**src/hdl/wpse_pkg.sv**
```systemverilog
// shared types and constants for the led pwm slot encoder
// no dependencies; used by every module of the block but wpse_ram, by scoped names

package wpse_pkg;

  // colour store geometry
  localparam int unsigned ADDR_W   = 8;
  localparam int unsigned MAX_LEDS = 1 << ADDR_W;
  localparam int unsigned COLOR_W  = 24;

  // register and counter widths
  localparam int unsigned LCNT_W   = 9;
  localparam int unsigned LATCH_W  = 4;
  localparam int unsigned CV_W     = 8;
  localparam int unsigned POS_W    = $clog2(MAX_LEDS + (1 << LATCH_W));
  localparam int unsigned STEP_W   = $clog2(POS_W);
  localparam int unsigned SLOTS    = COLOR_W;
  localparam int unsigned SLOT_W   = $clog2(SLOTS);

  // configuration port
  localparam int unsigned CFG_IDX_W  = 2;
  localparam int unsigned CFG_DATA_W = LCNT_W;

  localparam logic [LCNT_W-1:0]  LED_COUNT_RST  = LCNT_W'(0);
  localparam logic [CV_W-1:0]    ONE_HIGH_RST   = CV_W'(58);
  localparam logic [CV_W-1:0]    ZERO_HIGH_RST  = CV_W'(29);
  localparam logic [LATCH_W-1:0] LATCH_GRP_RST  = LATCH_W'(5);

  typedef enum logic [CFG_IDX_W-1:0] {
    REG_LED_COUNT = 2'd0,
    REG_ONE_HIGH  = 2'd1,
    REG_ZERO_HIGH = 2'd2,
    REG_LATCH_GRP = 2'd3
  } reg_idx_e;

  typedef enum logic {
    OP_WRITE    = 1'b0,
    OP_GENERATE = 1'b1
  } op_e;

  typedef enum logic [1:0] {
    FE_IDLE,
    FE_MOD,
    FE_READ,
    FE_PUSH
  } fe_state_e;

  // one group command from front to back
  typedef struct packed {
    logic               send;
    logic [COLOR_W-1:0] word;
  } cmd_t;

endpackage

```
**src/hdl/wpse_back.sv**
```systemverilog
// back end: serializes one group command into 24 slot compare values
// depends on wpse_pkg

module wpse_back (
  input  logic                       clk_i,
  input  logic                       rst_ni,
  input  wpse_pkg::cmd_t             cmd_i,
  input  logic                       cmd_empty_i,
  output logic                       cmd_pop_o,
  input  logic [wpse_pkg::CV_W-1:0]  one_high_i,
  input  logic [wpse_pkg::CV_W-1:0]  zero_high_i,
  output logic                       empty,
  input  logic                       pop,
  output logic [wpse_pkg::CV_W-1:0]  compare_value_o,
  output logic                       last_o
);

  logic                          busy_q, busy_d;
  logic                          send_q, send_d;
  logic [wpse_pkg::COLOR_W-1:0]  word_q, word_d;
  logic [wpse_pkg::SLOT_W-1:0]   slot_q, slot_d;
  logic                          ovld_q, ovld_d;
  logic [wpse_pkg::CV_W-1:0]     oval_q, oval_d;
  logic                          olast_q, olast_d;
  logic                          adv;
  logic                          final_slot;

  assign adv        = !ovld_q || pop;
  assign final_slot = (slot_q == wpse_pkg::SLOT_W'(wpse_pkg::SLOTS - 1));

  always_comb begin
    busy_d    = busy_q;
    send_d    = send_q;
    word_d    = word_q;
    slot_d    = slot_q;
    ovld_d    = ovld_q;
    oval_d    = oval_q;
    olast_d   = olast_q;
    cmd_pop_o = 1'b0;

    if (adv) begin
      ovld_d = busy_q;
      if (busy_q) begin
        oval_d  = !send_q ? '0
                : (word_q[wpse_pkg::COLOR_W-1] ? one_high_i : zero_high_i);
        olast_d = final_slot;
        word_d  = word_q << 1;
        slot_d  = slot_q + 1'b1;
        if (final_slot) begin
          busy_d = 1'b0;
        end
      end
    end

    if (!busy_q && !cmd_empty_i) begin
      cmd_pop_o = 1'b1;
      busy_d    = 1'b1;
      send_d    = cmd_i.send;
      word_d    = cmd_i.word;
      slot_d    = '0;
    end
  end

  always_ff @(posedge clk_i or negedge rst_ni) begin
    if (!rst_ni) begin
      busy_q <= 1'b0;
      ovld_q <= 1'b0;
    end else begin
      busy_q <= busy_d;
      ovld_q <= ovld_d;
    end
  end

  always_ff @(posedge clk_i) begin
    send_q  <= send_d;
    word_q  <= word_d;
    slot_q  <= slot_d;
    oval_q  <= oval_d;
    olast_q <= olast_d;
  end

  assign empty           = !ovld_q;
  assign compare_value_o = oval_q;
  assign last_o          = olast_q;

endmodule

```
**config.mk**
```make
export PLATFORM = sky130hd
export DESIGN_NAME = wpse_back
export DESIGN_NICKNAME = d
export VERILOG_FILES = /design/src/hdl/wpse_pkg.sv /design/src/hdl/wpse_back.sv
export SDC_FILE = /design/constraint.sdc
export NUM_CORES = 1
export LEC_CHECK = 0
export ABC_AREA = 1
export BUFFER_PORTS_ARGS = -buffer_cell sky130_fd_sc_hd__buf_4
export CAP_MARGIN = 20
export CORE_UTILIZATION = 25
export DETAILED_ROUTE_END_ITERATION = 6
export PLACE_DENSITY_LB_ADDON = 0.1
export RECOVER_POWER = 25
export SYNTH_ARGS = -nofsm -noshare
export SYNTH_HDL_FRONTEND = slang
export SYNTH_SLANG_ARGS = --single-unit
```
**constraint.sdc**
```tcl
create_clock -name clk_i -period 1.5 [get_ports clk_i]
set_input_delay 0.15 -clock clk_i [delete_from_list [all_inputs] [get_ports clk_i]]
set_output_delay 0.15 -clock clk_i [all_outputs]
set_load 0.05 [all_outputs]
```
==> run_results.csv <==
group,metric,value,unit
cts,clock_tree.buffer_depth,2,
sta,clock_skew,0.00556,ns
sta,finalHoldViolations,0,
floorplan,coreArea,6830,um^2
cts,clk-insertion-delay-late,0.29,ns
final_layout,layout_common_cells,"sky130_fd_sc_hd__nand2_1, sky130_fd_sc_hd__buf_4, sky130_fd_sc_hd__edfxtp_1, sky130_fd_sc_hd__nor2_1, sky130_fd_sc_hd__clkbuf_1",
logic_synthesis,netlist-cell-type-count,16,
cts,clock_tree.htree_level_count,2,
grt,overflow,0,
place,hpwl,2.59,mm
setup_path,critPathArrivalTime,1.21,ns
sta,final_critical_delay_including_setup_and_external_delays,1.36,ns
logic_synthesis,yosys_warnings,0,
sta,fin_crit_sh,90.8,%
final_layout,drive_gt1_share,25.5,%
sta,hold_ws,0.0589,ns
place,post_dp_cell_area,2320,um^2
floorplan,pin_count,56,
final_layout,multi_input_area,526,um^2
cts,clock_slew_at_the_register_clock_pins_of_the_worst_setup_and_hold_paths,0.07,ns
floorplan,start_util,26.0,%
grt,antenna_found_initial,0,
setup_path,critical_path_peak_fanout,25,
setup_path,crit_path_end_kind,"primary output",
logic_synthesis,ys_seq_area_share,66.0,%
place,gp_routability_congestion,0.647,
detailed_routing,drt-wirelength-per-cell,10.6,um
logic_synthesis,synth_compound_area_share,4.44,%
sta,totalNegativeSetupSlack,0,ns
logic_synthesis,yosys_register_bits,41,
pwr,p_comb_share,25.5,%
pwr,switching_share,31.6,%
place,port_buffers,55,
grt,grt_max_degree,26,
sta,max_freq,0.735,GHz
detailed_routing,dr_total_vias,1350,
final_layout,final_area,2390,um^2
detailed_routing,drtPass1Iterations,4,
cts,cts_tree,"built",
setup_path,worstSetupStartpointType,"flip-flop",
logic_synthesis,dominant_combinational_cell_family_by_area_after_synthesis,"simple AND/OR/NAND/NOR gates",
detailed_routing,via_cell_ratio,3.94,
final_layout,most_frequent_standard_cell_in_the_layout_excluding_fill_and_tap_cells,"sky130_fd_sc_hd__nand2_1",
logic_synthesis,syn_nets,228,
cts,clock_sink_count,41,
pwr,vdd_drop_max,0.499,mV
final_layout,layout.filler_cells,730,
detailed_routing,wl,3.65,mm
logic_synthesis,synth-xor-area-share,0,%
grt,use_met2,17.5,%
sta,tightestPinTransition,0.603,ns
pwr,power.clock.fraction,21.7,%
logic_synthesis,syn_inst,182,
final_layout,area_delta_synth_final,34.9,%
cts,cts-buffers-inserted,5,
cts,clock_tree.root_cell,"sky130_fd_sc_hd__clkbuf_8",
final_layout,layout.area.seq,1170,um^2
detailed_routing,drc,0,
pwr,power.share.sequential,52.8,%
setup_path,max_stage_delay,0.42,ns
sta,finalMaxSlewViolations,0,
setup_path,worst-setup-path-type,"reg -> out",
detailed_routing,drt_iter0_drc,56,
floorplan,die_y,86.3,um
logic_synthesis,syn-cell-area,1780,um^2
logic_synthesis,post_synth_mux_area_share,0,%
logic_synthesis,post_synth.cell_area_avg,9.76,um^2
grt,met1_usage,12.0,%
grt,layer_with_the_highest_usage_after_global_routing,"met2",
setup_path,cp_cell_sequence,"nor2_4, buf_8, buf_6",
grt,grt_pass1_vias,1333,
sta,slew_headroom,60.0,%
detailed_routing,final_antenna_net_count,0,
cts,cts_setup_buffers,0,
logic_synthesis,synth_adder_area_share,0.705,%
setup_path,required,1.35,ns
sta,grt_setup_unrepaired,"no",
pwr,power_switching,0.00102,W
run,max-cap-violations,0,
grt,grt_util_met3,4.19,%
logic_synthesis,synth_simple_gate_area_share,24.3,%
setup_path,cell_with_the_largest_stage_delay_on_the_worst_path,"sky130_fd_sc_hd__dfrtp_1",
grt,globalRouteTotalUtil,10.5,%
grt,grt_pass1_wl,5.86,mm
pwr,power_per_cell_area,1350,nW/um^2
pwr,power_leakage,1.09,nW
sta,finalSetupViolations,0,
hold_path,min_path_type,"in -> reg",
final_layout,num_antenna_cells,0,
floorplan,die-area,7440,um^2
floorplan,row_count,30,
final_layout,fin_nets,292,
floorplan,die_x,86.3,um
pwr,power_report.internal_total,0.00221,W
status,outcome,"finished clean",
[Yosys cell counts]
cell type                  number  area share [%]
sky130_fd_sc_hd__nand2_1       86              18
sky130_fd_sc_hd__edfxtp_1      34              58
sky130_fd_sc_hd__nor2_1        22             4.7
sky130_fd_sc_hd__o21ai_0        9             2.5
sky130_fd_sc_hd__inv_1          8             1.7
sky130_fd_sc_hd__dfxtp_1        5             5.6
sky130_fd_sc_hd__buf_6          3             1.9
sky130_fd_sc_hd__nand3_1        3            0.85
sky130_fd_sc_hd__a21oi_1        2            0.56
sky130_fd_sc_hd__buf_2          2            0.56
sky130_fd_sc_hd__dfrtp_1        2             2.8
sky130_fd_sc_hd__inv_2          2            0.42
sky130_fd_sc_hd__a21oi_4        1            0.92
sky130_fd_sc_hd__a22oi_1        1            0.42
sky130_fd_sc_hd__ha_1           1            0.70
sky130_fd_sc_hd__nor2_4         1            0.63
[logic make-up after synthesis]
| group | after synthesis |
|---|---|
| buffers and inverters | 15 |
| adder cells (fa/ha/maj) | 1 |
| AND/OR/NAND/NOR | 112 |
| flip-flops | 41 |
| AO/OA/AOI/OAI | 13 |
[path summary, 6_finish.rpt]
kind / startpoint / to / slack, ns / depth (start not counted)
worst max-delay path: busy_q / cmd_pop_o / 0.14 / 3
worst min-delay path: cmd_i[24] / send_q / 0.06 / 1
worst max register to register: ovld_q / word_q[16] / 0.23 / 4
worst min register to register: slot_q[1] / slot_q[1] / 0.49 / 2
max in group asynchronous: rst_ni / busy_q / 1.22 / 2
min in group asynchronous: rst_ni / ovld_q / 0.16 / 2
[through the flow]
| step | utilization, % | cells | setup WS (ns) | total power (W) |
|---|---|---|---|---|
| after global routing | 35.1 | 343 | 0.0480 | 0.00349 |
| after detailed placement | 34.0 | 334 | 0.245 | 0.00259 |
| after global placement | 34.0 | 334 | 0.264 | 0.00260 |
| after floorplan | - | 182 | 0.195 | 0.00229 |
| final | 35.1 | 343 | 0.139 | 0.00323 |
| after CTS | 35.5 | 343 | 0.0288 | 0.00333 |
[worst max-delay path, delay by kind of cell, from the launching register on]
family / cells / cell delay [ns]
simple gates: 1 / 0.12
flops: 1 / 0.42
buf+inv: 2 / 0.37
[registers in the layout (all words and copies together) (netlist names)]
register	cells
word_q	24
ovld_q	1
send_q	1
slot_q	5
compare_value_o	8
last_o	1
busy_q	1
[per-layer routing]
metal | vias to the layer above | wire length (um)
met1 | 585 | 1610
met4 | 0 | 33
met2 | 49 | 1710
met5 | - | 0
li1 | 714 | -
met3 | 2 | 304
[final cells by class]
cell class | instances | share of cell area (%)
Sequential cell | 41 | 48.9
Multi-Input combinational cell | 126 | 21.9
Timing Repair Buffer | 62 | 19.0
Tap cell | 96 | 5.02
Clock buffer | 5 | 2.87
Inverter | 10 | 1.57
Clock inverter | 3 | 0.731
[power by group through the flow]
stage | Sequential, W | Clock (W) | Combinational (W)
floorplan | 0.00185 | 0 | 0.000439
global route | 0.00174 | 0.000789 | 0.000952
global placement | 0.00173 | 0 | 0.000868
detailed placement | 0.00173 | 0 | 0.000862
finish | 0.00171 | 0.000701 | 0.000822
CTS | 0.00171 | 0.000750 | 0.000870
[repair_timing]
action                                  CTS  global route
endpoints found under the hold margin     2             0
hold buffers                              1             0
gates resized for setup                   1             2
endpoints found under the setup margin    1             1
pin swaps                                 0             0
Power figures use the tool's default switching activity.
