--- src/hdl/wpse_pkg.sv ---
// shared types and constants for the led pwm slot encoder
// no dependencies; used by every module of the block but wpse_ram, by scoped names

package wpse_pkg;

  // colour store geometry
  localparam int unsigned ADDR_W   = 8;
  localparam int unsigned MAX_LEDS = 1 << ADDR_W;
  localparam int unsigned COLOR_W  = 24;

  // register and counter widths
  localparam int unsigned LCNT_W   = 9;
  localparam int unsigned LATCH_W  = 4;
  localparam int unsigned CV_W     = 8;
  localparam int unsigned POS_W    = $clog2(MAX_LEDS + (1 << LATCH_W));
  localparam int unsigned STEP_W   = $clog2(POS_W);
  localparam int unsigned SLOTS    = COLOR_W;
  localparam int unsigned SLOT_W   = $clog2(SLOTS);

  // configuration port
  localparam int unsigned CFG_IDX_W  = 2;
  localparam int unsigned CFG_DATA_W = LCNT_W;

  localparam logic [LCNT_W-1:0]  LED_COUNT_RST  = LCNT_W'(0);
  localparam logic [CV_W-1:0]    ONE_HIGH_RST   = CV_W'(58);
  localparam logic [CV_W-1:0]    ZERO_HIGH_RST  = CV_W'(29);
  localparam logic [LATCH_W-1:0] LATCH_GRP_RST  = LATCH_W'(5);

  typedef enum logic [CFG_IDX_W-1:0] {
    REG_LED_COUNT = 2'd0,
    REG_ONE_HIGH  = 2'd1,
    REG_ZERO_HIGH = 2'd2,
    REG_LATCH_GRP = 2'd3
  } reg_idx_e;

  typedef enum logic {
    OP_WRITE    = 1'b0,
    OP_GENERATE = 1'b1
  } op_e;

  typedef enum logic [1:0] {
    FE_IDLE,
    FE_MOD,
    FE_READ,
    FE_PUSH
  } fe_state_e;

  // one group command from front to back
  typedef struct packed {
    logic               send;
    logic [COLOR_W-1:0] word;
  } cmd_t;

endpackage

--- src/hdl/wpse_queue.sv ---
// two entry command queue between front and back end
// depends on wpse_pkg

module wpse_queue (
  input  logic           clk_i,
  input  logic           rst_ni,
  input  logic           push_i,
  input  wpse_pkg::cmd_t wdata_i,
  output logic           full_o,
  input  logic           pop_i,
  output wpse_pkg::cmd_t rdata_o,
  output logic           empty_o
);

  wpse_pkg::cmd_t entry_q [2];
  logic           wptr_q, wptr_d;
  logic           rptr_q, rptr_d;
  logic [1:0]     cnt_q, cnt_d;
  logic           do_push;
  logic           do_pop;

  assign full_o  = (cnt_q == 2'd2);
  assign empty_o = (cnt_q == 2'd0);
  assign do_push = push_i && !full_o;
  assign do_pop  = pop_i && !empty_o;
  assign rdata_o = entry_q[rptr_q];

  always_comb begin
    wptr_d = wptr_q + do_push;
    rptr_d = rptr_q + do_pop;
    cnt_d  = cnt_q + {1'b0, do_push} - {1'b0, do_pop};
  end

  always_ff @(posedge clk_i or negedge rst_ni) begin
    if (!rst_ni) begin
      wptr_q <= 1'b0;
      rptr_q <= 1'b0;
      cnt_q  <= 2'd0;
    end else begin
      wptr_q <= wptr_d;
      rptr_q <= rptr_d;
      cnt_q  <= cnt_d;
    end
  end

  always_ff @(posedge clk_i) begin
    if (do_push) begin
      entry_q[wptr_q] <= wdata_i;
    end
  end

endmodule

--- config.mk ---
export PLATFORM = sky130hd
export DESIGN_NAME = wpse_queue
export DESIGN_NICKNAME = d
export VERILOG_FILES = /design/src/hdl/wpse_pkg.sv /design/src/hdl/wpse_queue.sv
export SDC_FILE = /design/constraint.sdc
export NUM_CORES = 1
export LEC_CHECK = 0
export ABC_AREA = 0
export ABC_CLOCK_PERIOD_IN_PS = 2600
export BUFFER_PORTS_ARGS = -buffer_cell sky130_fd_sc_hd__buf_2
export CAP_MARGIN = 20
export CORE_ASPECT_RATIO = 1.25
export CORE_MARGIN = 5
export CORE_UTILIZATION = 51
export CTS_CLUSTER_DIAMETER = 30
export DETAILED_ROUTE_END_ITERATION = 6
export GPL_TIMING_DRIVEN = 0
export PLACE_DENSITY = 0.78
export SLEW_MARGIN = 20
export SYNTH_ARGS = -nofsm -noshare
export SYNTH_HDL_FRONTEND = slang
export SYNTH_SLANG_ARGS = --single-unit
--- constraint.sdc ---
create_clock -name clk_i -period 2.6 [get_ports clk_i]
set_clock_uncertainty 0.1 [all_clocks]
set_input_delay 0.13 -clock clk_i [delete_from_list [all_inputs] [get_ports clk_i]]
set_output_delay 0.13 -clock clk_i [all_outputs]
set_load 0.01 [all_outputs]
==> metrics.yaml, run 1 <==
pwr:
  vdd_drop_max_mv: 0.734
  p_leak_nw: 1.17
  p_per_area_nw_per_um2: 1010
critical_path:
  criticalPathCategory: "reg -> reg"
  critPathSlowestCell: "ha_2"
  endpoint_kind: "register"
  crit_arrival_ns: 1.65
  r2r_setup_slack_ns: 0.78
  critPathMaxStageDelay_ns: 0.61
  start_kind: "register"
  required_ns: 2.43
  crit_family: "adder cells"
  path_buf_inv: 0
  crit_fanout: 25
  cp_cell_sequence: "nand2b_1, and2_1, ha_2"
route:
  avgRoutedWirePerCell_um: 15.1
  num_vias: 1148
  firstDrtPassIters: 4
  drcViolationCount: 0
  via_per_inst: 4.74
  ant_nets: 0
  wl_um: 3660
  drt_iter0_drc: 31
timing:
  maxSlewViolCount: 0
  finalCriticalPeriod_ns: 1.82
  final_hold_viol_count: 0
  rsz0062_at_grt: "no"
  setup_tns_ns: 0
  finalCritPeriodShare: 0.698
  slew-limit-headroom: 0.577
  finalSetupViolCount: 0
  fmax_ghz: 0.551
  worst_pin_slew_ns: 0.634
cells_and_area:
  fin_nets: 219
  multi_input_area_um2: 462
  fillers: 278
  regArea_um2: 1600
  area_growth_pct: 33.6
  drive_gt1_frac: 0.489
  antenna_cells: 0
  layout_commonest_cell: "buf_2"
  final_cell_mix: "buf_2, edfxtp_1, dlygate4sd3_1"
  final_area_um2: 2840
clock_network:
  clock_tree.buffer_depth: 2
  htree_num_levels: 2
  cts_tree: "yes"
  root_buffer: "clkbuf_8"
  clock_latency_ns: 0.29
  cts_sinks: 54
  cts_buffers: 5
  clk_pin_slew_worst_paths_ns: 0.08
  cts_setup_buffers: 0
yosys:
  yosys_register_bits: 54
  ys_types: 15
  netlist_instances: 98
  seq_area_frac_synth: 0.754
  yosysWarningCount: 0
  synth_largest_area_cell: "edfxtp_1"
  synth_top_area_frac: 0.707
  synthTopCellsByArea: "edfxtp_1, mux2_4, dfrtp_1, mux2_2, ha_1"
  netlist_area_um2: 2120
  synth_nets: 131
  syn-mean-instance-area_um2: 21.7
global_route:
  track_usage: 0.143
  grt_pass1_vias: 1266
  grt_overflow_total: 0
  grt_max_degree: 26
  grt_pass1_wl_um: 5750
  antenna_found_initial: 0
placed_design:
  gp_congestion: 0.660
  hpwl_um: 2490
  numPortBuffers: 55
  post_dp_cell_area_um2: 2470
floorplan:
  start_util: 0.522
  core_area_um2: 4070
  rows: 26
  ioPinCount: 56
  die_w_um: 67.7
  die-height_um: 82.2
  die_area_um2: 5560
outcome:
  status: "complete, no violations"
worst_hold_path:
  hold_class: "in -> async"
flow_run:
  max_cap_viol_count: 0
## routing by layer
metal,GRT usage,routed length (µm),up-vias
li1,-,-,547
met2,0.276,2110,36
met4,0.0365,15,0
met3,0.0392,187,2
met5,0,0,-
met1,0.150,1350,563
## path summary, 6_finish.rpt
check	cells past startpoint	end	startpoint
max	3	entry_q[0][2]$_DFFE_PP_	cnt_q[0]$_DFF_PN0_
min	2	wptr_q$_DFF_PN0_	rst_ni
max reg2reg	3	entry_q[0][2]$_DFFE_PP_	cnt_q[0]$_DFF_PN0_
min reg2reg	1	cnt_q[1]$_DFF_PN0_	cnt_q[1]$_DFF_PN0_
max in group asynchronous	2	cnt_q[0]$_DFF_PN0_	rst_ni
min in group clk_i	3	rptr_q$_DFF_PN0_	pop_i
## cell usage after synthesis
| cell type | count |
|---|---|
| mux2_2 | 6 |
| xnor2_1 | 2 |
| and2_1 | 1 |
| o21a_1 | 1 |
| buf_12 | 2 |
| inv_1 | 4 |
| dfrtp_1 | 4 |
| nand2_1 | 1 |
| mux2_4 | 19 |
| edfxtp_1 | 50 |
| nand2b_1 | 1 |
| nor2_1 | 1 |
| buf_6 | 1 |
| ha_1 | 4 |
| xor2_1 | 1 |
## cells by family (layout without fill, tap and decap cells)
logic type	after synthesis	in the layout	synth area share
flops	54	54	0.754
mux	25	25	0.166
buf+inv	7	95	0.0312
fa+ha+maj	4	4	0.0236
simple gates	4	4	0.00942
xor+xnor	3	3	0.0124
compound gates	1	1	0.00353
## worst register-to-register path, stage by stage (launching register included)
cell,delay [ns]
dfrtp_1,0.40
nand2b_1,0.17
and2_1,0.17
ha_2,0.61
## where the power goes
group,switching [mW],internal (mW),total (mW)
Clock,0.237,0.278,0.515
Combinational,0.503,0.575,1.08
Sequential,0.0646,1.20,1.26
## per-stage QoR
stage	hold slack [ns]	std cells	setup slack, ns	utilization	power (mW)
2_1_floorplan	-0.266	98	0.794	-	2.01
6_report	0.0783	242	0.784	0.698	2.85
4_1_cts	0.0567	242	0.386	0.697	2.89
3_3_place_gp	-0.164	209	0.500	0.607	2.29
3_5_place_dp	-0.154	209	0.399	0.607	2.35
5_1_grt	0.0738	242	0.661	0.698	3.02
## flip-flops by register name, indices dropped and copies added, names as in the netlist
signal / cells
entry_q: 50
cnt_q: 2
rptr_q: 1
wptr_q: 1
## layout make-up
type                    count  share of cell area
inverters                   4             0.00529
clock inverters             2              0.0119
multi-input cells          37               0.163
well taps                  56              0.0247
repair buffers             81               0.189
plain buffers               3              0.0181
flip-flops and latches     54               0.564
clock buffers               5              0.0243
## repair_timing
item | CTS | global route
hold buffers | 26 | 0
hold endpoints to repair | 54 | 0
gates resized for setup | 0 | 0
Note: power is estimated with default switching activity, not from simulation.
==> inputs of run 2 (changes only) <==
--- a/config.mk
+++ b/config.mk
@@ -6,16 +6,16 @@
 export NUM_CORES = 1
 export LEC_CHECK = 0
 export ABC_AREA = 0
-export ABC_CLOCK_PERIOD_IN_PS = 2600
+export ABC_CLOCK_PERIOD_IN_PS = 1500
 export BUFFER_PORTS_ARGS = -buffer_cell sky130_fd_sc_hd__buf_2
 export CAP_MARGIN = 20
 export CORE_ASPECT_RATIO = 1.25
 export CORE_MARGIN = 5
-export CORE_UTILIZATION = 51
+export CORE_UTILIZATION = 46
 export CTS_CLUSTER_DIAMETER = 30
 export DETAILED_ROUTE_END_ITERATION = 6
 export GPL_TIMING_DRIVEN = 0
-export PLACE_DENSITY = 0.78
+export PLACE_DENSITY = 0.74
 export SLEW_MARGIN = 20
 export SYNTH_ARGS = -nofsm -noshare
 export SYNTH_HDL_FRONTEND = slang
==> constraint.sdc (replaced) <==
create_clock -name clk_i -period 1.5 [get_ports clk_i]
set_clock_uncertainty 0.1 [all_clocks]
set_input_delay 0.075 -clock clk_i [delete_from_list [all_inputs] [get_ports clk_i]]
set_output_delay 0.075 -clock clk_i [all_outputs]
set_load 0.01 [all_outputs]
==> metrics.yaml, run 2 (synthesis results as in run 1) <==
critical_path:
  start_kind: "register"
  criticalPathCategory: "reg -> reg"
  required_ns: 1.59  # -0.84 ns
  endpoint_kind: "register"
  crit_arrival_ns: 1.73  # +0.08 ns
  crit_fanout: 3  # -88%
timing:
  final_hold_viol_count: 0  # unchanged
  timing.final.ws_setup_ns: -0.146  # -0.930 ns
  rsz0062_at_grt: "yes"
  maxSlewViolCount: 0  # unchanged
  fmax_ghz: 0.608  # +10%
  slew-limit-headroom: 0.852  # +0.275
  worst_pin_slew_ns: 0.222  # -0.412 ns
  whs_ns: 0.113  # +0.0344 ns
  finalCritPeriodShare: 1.10  # +0.399
  finalCriticalPeriod_ns: 1.65  # -0.170 ns
  finalSetupViolCount: 25  # +25
  setup_tns_ns: -2.30  # -2.30 ns
global_route:
  grt_pass1_vias: 1329  # +5.0%
  grt_overflow_total: 0  # unchanged
  grt_pass1_wl_um: 6240  # +8.5%
  grt_max_degree: 17  # -35%
  track_usage: 0.139  # -0.00405
  antenna_found_initial: 0  # unchanged
cells_and_area:
  instances_no_fill: 258  # +6.6%
  fillers: 281  # +1.1%
  layout_commonest_cell: "edfxtp_1"
  final_area_um2: 3280  # +16%
  largest_reg_flops: 50  # unchanged
  fin_nets: 232  # +5.9%
  regMostFlops: "entry_q"
  drive_gt1_frac: 0.555  # +0.0658
  final_util: 0.735  # +0.0373
  antenna_cells: 0  # unchanged
  reg.largest.list: "entry_q x50, cnt_q x2"
  final_cell_mix: "edfxtp_1, buf_2, dlygate4sd3_1, buf_6, mux2_4"
  area_growth_pct: 54.3
floorplan:
  rows: 27  # +3.8%
  die_w_um: 70.8  # +4.5%
  core_area_um2: 4460  # +9.7%
  ioPinCount: 56  # unchanged
  die-height_um: 86.0  # +4.6%
  die_area_um2: 6090  # +9.4%
  start_util: 0.476  # -0.0460
placed_design:
  place_inst: 211  # +0.96%
  gp_congestion: 0.668  # +1.2%
  hpwl_um: 2710  # +8.9%
  numPortBuffers: 55  # unchanged
  post_dp_cell_area_um2: 2480  # +0.30%
  dp_slack_ns: -0.353  # -0.752 ns
route:
  firstDrtPassIters: 4  # unchanged
  avgRoutedWirePerCell_um: 17.2  # +14%
  ant_nets: 0  # unchanged
  wl_um: 4430  # +21%
  num_vias: 1226  # +6.8%
  drt_iter0_drc: 57  # +84%
  drcViolationCount: 0  # unchanged
  via_per_inst: 4.75  # +0.17%
outcome:
  status: "finished with violations"
  violations: "negative setup slack"
pwr:
  p_per_area_nw_per_um2: 1910  # +90%
  p_leak_nw: 1.36  # +16%
  finalPower_mw: 6.26  # +120%
  vdd_drop_max_mv: 1.25  # +71%
clock_network:
  htree_num_levels: 2  # unchanged
  clock_latency_ns: 0.29  # about the same
  clock_tree.buffer_depth: 2  # unchanged
  cts_buffers: 5  # unchanged
  cts_sinks: 54  # unchanged
  cts_tree: "yes"
  root_buffer: "clkbuf_8"
  clk_pin_slew_worst_paths_ns: 0.09  # about the same
flow_run:
  max_cap_viol_count: 0  # unchanged
worst_hold_path:
  hold_class: "in -> reg"
[run 2: repair_timing]
action | CTS | global route
hold endpoints to repair | 54 | 0
setup endpoints to repair | 70 | 74
gates cloned | 0 | 2
pin swaps | 6 | 2
resized for setup | 31 | 16
buffers inserted | 10 | 0
hold buffers | 27 | 0
[run 2: where the power goes]
group | switching [mW] | internal (mW) | total, mW | leakage [nW]
Combinational | 1.17 | 1.80 | 2.97 | 0.781
Sequential | 0.135 | 2.07 | 2.21 | 0.510
Clock | 0.426 | 0.660 | 1.09 | 0.0658
Total | 1.73 | 4.53 | 6.26 | 1.36
[run 2: critical path, cell delays in order (launching register included)]
cell and delay [ns]:
dfrtp_2 0.45, o21a_1 0.21, ha_1 0.29, inv_2 0.04, ha_4 0.17, xnor2_4 0.13
xnor2_2 0.14
[run 2: worst paths after layout]
kind	startpoint	endpoint	slack, ns	cells past startpoint
min in group asynchronous	rst_ni	cnt_q[0]$_DFF_PN0_	0.56	3
max in group asynchronous	rst_ni	cnt_q[1]$_DFF_PN0_	0.56	3
min reg2reg	cnt_q[1]$_DFF_PN0_	cnt_q[1]$_DFF_PN0_	0.55	2
max reg2reg	cnt_q[1]$_DFF_PN0_	cnt_q[1]$_DFF_PN0_	-0.15	6
min	pop_i	rptr_q$_DFF_PN0_	0.11	4
max	cnt_q[1]$_DFF_PN0_	cnt_q[1]$_DFF_PN0_	-0.15	6
[run 2: final cells by class]
class,instances,area [µm²],area share
buffer,3,55.1,0.0168
clock buffer,5,68.8,0.0210
clock inverter,3,63.8,0.0195
inverter,4,15.0,0.00458
multi-input combinational,37,546,0.166
sequential,54,1600,0.489
tap,58,72.6,0.0221
timing repair buffer,94,855,0.261
[run 2: per-layer routing]
layer | global-route usage | up-vias | part of all wire
met5 | 0 | - | 0
met4 | 0.0513 | 0 | 0.017
met3 | 0.0387 | 7 | 0.050
met2 | 0.293 | 37 | 0.63
met1 | 0.118 | 612 | 0.30
li1 | - | 570 | -
